`config.mk`:
```
export PLATFORM = sky130hd
export DESIGN_NAME = lce_div
export DESIGN_NICKNAME = d
export VERILOG_FILES = /design/src/rtl/assert_macros.svh /design/src/rtl/lce_pkg.sv /design/src/rtl/lce_div.sv
export SDC_FILE = /design/constraint.sdc
export NUM_CORES = 1
export LEC_CHECK = 0
export BUFFER_PORTS_ARGS = -buffer_cell sky130_fd_sc_hd__clkbuf_2
export CORE_AREA = 2 2 120 122
export CTS_CLUSTER_DIAMETER = 80
export DETAILED_ROUTE_END_ITERATION = 6
export DIE_AREA = 0 0 122 124
export GPL_TIMING_DRIVEN = 0
export PLACE_DENSITY = 0.61
export SYNTH_ARGS = -nofsm -noshare
export SYNTH_HDL_FRONTEND = slang
export SYNTH_SLANG_ARGS = --single-unit
```
`constraint.sdc`:
```
create_clock -name clk -period 6.4 [get_ports clk]
set_input_delay 0.96 -clock clk [delete_from_list [all_inputs] [get_ports clk]]
set_output_delay 0.96 -clock clk [all_outputs]
set_load 0.01 [all_outputs]
```
`src/rtl/assert_macros.svh`:
```
// Assertion helpers, clocked on clk and disabled while arst_n is low.
`ifndef ASSERT_MACROS_SVH
`define ASSERT_MACROS_SVH

// Property must hold at every clock edge outside reset.
`define ASSERT_CLK(lbl, prop, msg) \
	lbl: assert property (@(posedge clk) disable iff (!arst_n) prop) else $error(msg);

// Condition must never be true outside reset.
`define ASSERT_NEVER(lbl, cond, msg) \
	lbl: assert property (@(posedge clk) disable iff (!arst_n) !(cond)) else $error(msg);

`endif

```
`src/rtl/lce_pkg.sv`:
```
`timescale 1ns / 1ps
`default_nettype none

package lce_pkg;

	// Field widths
	localparam int COMP_W  = 8;
	localparam int CFG_W   = 12;
	localparam int THR_W   = 8;
	localparam int ERR_W   = 11;
	localparam int SUM_W   = 32;
	localparam int IDX_W   = 2;

	// Register indexes
	localparam logic [IDX_W-1:0] REG_FRAME_WIDTH    = 2'd0;
	localparam logic [IDX_W-1:0] REG_FRAME_HEIGHT   = 2'd1;
	localparam logic [IDX_W-1:0] REG_DARK_THRESHOLD = 2'd2;

	// Register reset values
	localparam logic [CFG_W-1:0] FRAME_WIDTH_RST    = 12'd640;
	localparam logic [CFG_W-1:0] FRAME_HEIGHT_RST   = 12'd480;
	localparam logic [THR_W-1:0] DARK_THRESHOLD_RST = 8'd100;

	// BT.601 fixed-point gray weights, Q14
	localparam int               WEIGHT_W   = 14;
	localparam int               GRAY_ACC_W = 22;
	localparam logic [WEIGHT_W-1:0]   W_RED      = 14'd4899;
	localparam logic [WEIGHT_W-1:0]   W_GREEN    = 14'd9617;
	localparam logic [WEIGHT_W-1:0]   W_BLUE     = 14'd1868;
	localparam logic [GRAY_ACC_W-1:0] GRAY_ROUND = 22'd8192;
	localparam int               GRAY_SHIFT = 14;

	typedef struct packed {
		logic [COMP_W-1:0] blue;
		logic [COMP_W-1:0] green;
		logic [COMP_W-1:0] red;
		logic              last_in_frame;
	} pixel_t;

	typedef struct packed {
		logic signed [ERR_W-1:0] line_error;
		logic                    line_found;
	} result_t;

	typedef struct packed {
		logic [IDX_W-1:0] index;
		logic [CFG_W-1:0] data;
	} cfg_t;

	typedef struct packed {
		logic busy;
		logic done;
	} div_stat_t;

endpackage

`default_nettype wire

```
`src/rtl/lce_div.sv`:
```
`timescale 1ns / 1ps
`default_nettype none

// Radix-2 restoring divider, one quotient bit per cycle.
module lce_div #(
	parameter int DVS_W = 23
) (
	input  wire logic                      clk,
	input  wire logic                      arst_n,
	input  wire logic                      start,
	input  wire logic [lce_pkg::SUM_W-1:0] dividend,
	input  wire logic [DVS_W-1:0]          divisor,
	output      logic [lce_pkg::SUM_W-1:0] quotient,
	output      lce_pkg::div_stat_t        stat
);
	localparam int CNT_W = $clog2(lce_pkg::SUM_W);

	logic [CNT_W-1:0]          cnt_q;
	logic                      busy_q;
	logic                      done_q;
	logic [lce_pkg::SUM_W-1:0] quo_q;
	logic [DVS_W-1:0]          rem_q;
	logic [DVS_W-1:0]          dvs_q;

	logic [DVS_W:0]   trial;
	logic [DVS_W+1:0] diff;
	logic             q_bit;
	logic [DVS_W-1:0] rem_next;

	always_comb begin
		trial    = {rem_q, quo_q[lce_pkg::SUM_W-1]};
		diff     = {1'b0, trial} - {2'b00, dvs_q};
		q_bit    = ~diff[DVS_W+1];
		// remainder always stays below the divisor
		rem_next = q_bit ? diff[DVS_W-1:0] : trial[DVS_W-1:0];
	end

	always_ff @(posedge clk or negedge arst_n) begin
		if (!arst_n) begin
			busy_q <= 1'b0;
			done_q <= 1'b0;
			cnt_q  <= '0;
		end else begin
			done_q <= 1'b0;
			if (start) begin
				busy_q <= 1'b1;
				cnt_q  <= '0;
			end else if (busy_q) begin
				cnt_q <= cnt_q + CNT_W'(1);
				if (cnt_q == CNT_W'(lce_pkg::SUM_W - 1)) begin
					busy_q <= 1'b0;
					done_q <= 1'b1;
				end
			end
		end
	end

	always_ff @(posedge clk) begin
		if (start) begin
			quo_q <= dividend;
			rem_q <= '0;
			dvs_q <= divisor;
		end else if (busy_q) begin
			quo_q <= {quo_q[lce_pkg::SUM_W-2:0], q_bit};
			rem_q <= rem_next;
		end
	end

	assign quotient  = quo_q;
	assign stat.busy = busy_q;
	assign stat.done = done_q;
endmodule

`default_nettype wire

```
==> impl_metrics.tcl, run 1 <==
set metrics [dict create \
    first_global_vias 3622 \
    syn_inst 405 \
    synth_edf_count 55 \
    htreeDepth 3 \
    ys_seq_area_frac 0.496 \
    cts_tree "done" \
    power_frac_comb 0.286 \
    die_y_um 124 \
    fin_worst_skew_ns 0.00934 \
    synth.net_count 489 \
    clk_path_buf_depth 2 \
    maxCapViolations 0 \
    cts-root-buf "clkbuf_16" \
    dr_total_vias 3507 \
    drcViolationCount 0 \
    hold_path_class "in -> async" \
    avgRoutedWirePerCell_um 15.7 \
    synth_area_per_cell_um2 11.4 \
    power.internal_w 0.00117 \
    fp.dieArea_um2 15100 \
    worst-slew-pin-transition_ns 1.22 \
    cts_hold_buf 0 \
    p_leak_nw 2.55 \
    outcome "completed" \
    pwr-share-clk 0.300 \
    rows 43 \
    wl_um 10900 \
    finalSetupTns_ns 0 \
    final_cell_mix "91 x clkbuf_2, 55 x edfxtp_1, 32 x mux2_2" \
    post-route-period-util 0.509 \
    viasPerCell 5.07 \
    port_buffers 91 \
    fillers 1333 \
    syn-cell-area_um2 4610 \
    post_cts_buffers 0 \
    yosys.cell_types.count 58 \
    end_kind "flip-flop" \
    period_minus_slack_ns 3.26 \
    ir_drop_v 0.000171 \
    yosysWarnings 0 \
    clk_latency_ns 0.34 \
    async_flop_share 0.0824 \
    p_per_area_nw_per_um2 305 \
    switching_share 0.311 \
    grt_max_degree 33 \
    power.total_w 0.00170 \
    syn2layout_area_growth_pct 21.1 \
    antenna_found_initial 0 \
    clock.fmax_ghz 0.307 \
    post-dp-hpwl_um 7960 \
    power_frac_seq 0.414 \
    crit_type "in -> reg" \
    core_area_um2 13700 \
    startpoint_type "input port" \
    final-setup-viol-count 0 \
    first_iter_violations 208 \
    gr-total-overflow 0 \
    cp.required_ns 6.36 \
    initial_utilization 0.336 \
    slew_viol_final 0 \
    cts_sinks 85 \
    gp_congestion 0.808 \
    cts-resized-gates 0 \
    crit_arrival_ns 3.21 \
    final_common_cell "clkbuf_2" \
    synth-seq-cells 85 \
    finalHoldViolCount 0 \
    layout-drive-gt1-share 0.303 \
    synthFlopType "edfxtp_1" \
    p_sw_w 0.000530 \
    cts_buffers 9 \
    die_x_um 122 \
    rsz0062_at_grt "false" \
    drt_first_pass_iters 5 \
    slew_headroom 0.185 \
    worst-path-max-fanout 32 \
    instances_no_fill 692 \
    fin_nets 591 \
    io_pins 92 \
    track_usage 0.155 \
    insertedDiodeCount 0 \
    drtAntennaViolNets 0 \
    clk_pin_slew_ns 0.06 \
    grt_pass1_wl_um 18100 \
    dp_cells 676 \
]
==> worst paths after layout <==
check	startpoint	slack (ns)	to	depth (start not counted)
max	start	3.14	quotient[5]$_DFFE_PP_	5
min in group clk	rem_q[2]$_SDFFE_PP0P_	0.48	rem_q[2]$_SDFFE_PP0P_	2
max reg2reg	quotient[31]$_DFFE_PP_	3.23	rem_q[18]$_SDFFE_PP0P_	12
min	arst_n	0.44	done_q$_DFF_PN0_	1
min reg2reg	rem_q[2]$_SDFFE_PP0P_	0.48	rem_q[2]$_SDFFE_PP0P_	2
max in group asynchronous	arst_n	5.80	cnt_q[2]$_DFFE_PN0P_	1
==> critical path: stages <==
cell      delay (ns)
clkbuf_2        0.50
clkbuf_1        0.34
nor2_1          0.16
clkbuf_1        0.28
inv_1           0.95
==> state kept, by name, indices dropped and copies added, names as in the netlist <==
register	flops
rem_q	23
done_q	1
quotient	32
dvs_q	23
busy_q	1
cnt_q	5
==> cell type report <==
class                   instances  area [µm²]  share of cell area
plain buffers                  20        97.6              0.0175
clock inverters                 5        38.8             0.00694
clock buffers                  11         254              0.0455
multi-input cells             274        2130               0.381
well taps                     180         225              0.0403
flip-flops and latches         85        2290               0.409
repair buffers                 91         455              0.0815
inverters                      26        97.6              0.0175
==> synthesized netlist by cell type, drive strengths merged, types with 9 or more instances <==
cell | count | area share
xnor2 | 13 | 0.025
nand2 | 20 | 0.016
mux2 | 32 | 0.078
xor2 | 9 | 0.017
ha | 25 | 0.068
nor2 | 29 | 0.024
clkbuf | 12 | 0.0098
a21o | 14 | 0.023
dfxtp | 23 | 0.10
nand3 | 9 | 0.0098
edfxtp | 55 | 0.36
a21oi | 18 | 0.020
inv | 26 | 0.021
mux2i | 12 | 0.026
==> stage by stage <==
step | setup slack [ns] | util | hold slack, ns | area [µm²]
after floorplan | 3.71 | - | 0.446 | 4610
after global placement | 2.77 | 0.386 | 0.462 | 5290
after detailed placement | 2.69 | 0.386 | 0.472 | 5290
after CTS | 3.09 | 0.407 | 0.435 | 5590
after global routing | 2.84 | 0.407 | 0.442 | 5590
final | 3.14 | 0.407 | 0.441 | 5590
==> layer usage <==
layer,share of wire,GRT usage,vias to the layer above,wire (µm)
li1,-,-,1696,-
met1,0.44,0.188,1663,4740
met2,0.47,0.255,139,5060
met3,0.084,0.0632,9,912
met4,0.013,0.0445,0,143
met5,0,0,-,0
==> cell families (layout without fill, tap and decap cells) <==
logic type               count (synthesis)  after routing  share of synthesized area
AO/OA/AOI/OAI                           91             91                      0.148
XOR/XNOR                                22             22                     0.0418
adder cells (fa/ha/maj)                 26             26                     0.0722
buffers and inverters                   46            153                     0.0423
flip-flops                              85             85                      0.496
multiplexers                            44             44                      0.104
AND/OR/NAND/NOR                         91             91                     0.0955
==> power by group through the flow <==
stage | registers [W] | logic [W] | clock network [W]
detailed placement | 0.000715 | 0.000484 | 0
floorplan | 0.000714 | 0.000350 | 0
CTS | 0.000706 | 0.000487 | 0.000524
global route | 0.000716 | 0.000542 | 0.000550
global placement | 0.000714 | 0.000472 | 0
finish | 0.000706 | 0.000488 | 0.000511
(Power assumes the default switching activity.)
==> inputs of run 2 (changes only) <==
PLACE_DENSITY = 0.63   (was 0.61)
clock period = 2.9 ns   (was 6.4 ns; I/O delays follow)
==> run 2 against run 1 <==
Core utilization up 1.3 points. Sequential share of layout area down 1.3 points. Global-route usage down 0.35 points. Via count up 0.37%. Critical path type is now reg -> reg. Highest routed layer unchanged.
==> impl_metrics.tcl, run 2 (synthesis results as in run 1) <==
set metrics [dict create \
    layout-drive-gt1-share 0.337 \
    switching_share 0.310 \
    outcome "completed" \
    die_x_um 122 \
    track_usage 0.152 \
    crit_type "reg -> reg" \
    grt_max_degree 33 \
    antenna_found_initial 0 \
    gp_congestion 0.836 \
    setup_ws_ns 0.120 \
    htreeDepth 3 \
    fp.dieArea_um2 15100 \
    clock.fmax_ghz 0.360 \
    cts_sinks 85 \
    dp_cells 676 \
    grt_pass1_wl_um 17500 \
    rows 43 \
    final_common_cell "clkbuf_2" \
    power_frac_seq 0.396 \
    startpoint_type "flip-flop" \
    ir_drop_v 0.000418 \
    first_global_vias 3602 \
    hold_path_class "in -> reg" \
    first_iter_violations 187 \
    gr-total-overflow 0 \
    p_leak_nw 2.62 \
    crit_arrival_ns 2.99 \
    syn2layout_area_growth_pct 25.1 \
    final-setup-viol-count 0 \
    power_frac_comb 0.305 \
    post-dp-hpwl_um 7960 \
    drt_first_pass_iters 4 \
    cp.required_ns 3.11 \
    utilization 0.421 \
    p_sw_w 0.00122 \
    viasPerCell 4.99 \
    period_minus_slack_ns 2.78 \
    worst-path-max-fanout 8 \
    final_cell_mix "91 x clkbuf_2, 55 x edfxtp_1, 32 x mux2_2" \
    die_y_um 124 \
    place_ws_ns -0.278 \
    post-route-period-util 0.958 \
    finalHoldViolCount 0 \
    hold_slack_ns 0.256 \
    port_buffers 91 \
    drtAntennaViolNets 0 \
    insertedDiodeCount 0 \
    io_pins 92 \
    fin_worst_skew_ns 0.00537 \
    worst-slew-pin-transition_ns 0.787 \
    end_kind "flip-flop" \
    slew_viol_final 0 \
    pwr-share-clk 0.299 \
    core_area_um2 13700 \
    instances_no_fill 706 \
    avgRoutedWirePerCell_um 15.7 \
    drcViolationCount 0 \
    fin_nets 605 \
    p_per_area_nw_per_um2 680 \
    slew_headroom 0.475 \
    cts_buffers 9 \
    clk_pin_slew_ns 0.07 \
    largest_register_ffs 32 \
    clk_latency_ns 0.35 \
    cts_tree "done" \
    initial_utilization 0.336 \
    dr_total_vias 3520 \
    wl_um 11100 \
    cts-root-buf "clkbuf_16" \
    maxCapViolations 0 \
    power.internal_w 0.00271 \
    rsz0062_at_grt "true" \
    clk_path_buf_depth 2 \
]
## run 2: critical path, stage by stage, from the launching register on
cell	delay [ns]
edfxtp_1	0.35
inv_1	0.09
ha_1	0.22
buf_2	0.16
o211ai_1	0.17
nor2_1	0.09
a21bo_1	0.18
a32oi_2	0.27
o211ai_2	0.17
a311oi_4	0.31
buf_6	0.17
buf_6	0.13
mux2i_1	0.23
o21ai_1	0.08
## run 2: worst paths after layout
check                                       start                endpoint  slack, ns  cells after the start
setup / recovery               dvs_q[9]$_DFFE_PP_  rem_q[18]$_SDFFE_PP0P_       0.12                     13
hold / removal                         divisor[1]      dvs_q[1]$_DFFE_PP_       0.26                      1
setup reg to reg               dvs_q[9]$_DFFE_PP_  rem_q[18]$_SDFFE_PP0P_       0.12                     13
hold reg to reg            rem_q[18]$_SDFFE_PP0P_  rem_q[18]$_SDFFE_PP0P_       0.47                      2
max in group asynchronous                  arst_n    cnt_q[1]$_DFFE_PN0P_       2.28                      2
min in group asynchronous                  arst_n        done_q$_DFF_PN0_       0.45                      2
## run 2: power groups by stage
stage	Sequential (W)	Combinational [W]	Clock (W)
6_report	0.00156	0.00120	0.00117
5_1_grt	0.00157	0.00131	0.00125
4_1_cts	0.00156	0.00114	0.00121
3_5_place_dp	0.00158	0.00106	0
3_3_place_gp	0.00158	0.00104	0
2_1_floorplan	0.00158	0.000773	0
## run 2: repair_timing
item                                    4_1_cts  5_1_grt
gates cloned                                  2        1
pin swaps                                    12        9
buffers inserted                              8        2
endpoints found under the setup margin       23       55
hold buffers                                  1        0
hold endpoints to repair                      7        0
resized for setup                             9       11
## run 2: per-layer routing
metal  vias up  GRT usage  share of wire
li1       1723          -              -
met1      1669      0.182           0.42
met2       116      0.254           0.49
met3        12     0.0444          0.069
met4         0     0.0654          0.015
met5         -          0              0
## run 2: area by class of cell
type                            count  area, µm²
Timing Repair Buffer              104        564
Timing Repair inverter              1       7.51
Clock inverter                      6       71.3
Sequential cell                    85       2290
Inverter                           26        101
Buffer                             20        108
Fill cell                        1318       7950
Tap cell                          180        225
Clock buffer                       10        229
Multi-Input combinational cell    274       2180
## run 2: through the flow
stage | total power (W) | area, µm² | TNS, ns
floorplan | 0.00235 | 4610 | 0
detailed placement | 0.00264 | 5290 | -12.93
global route | 0.00413 | 5770 | -0.213
global placement | 0.00261 | 5290 | -10.39
finish | 0.00393 | 5770 | 0
CTS | 0.00390 | 5700 | -0.211
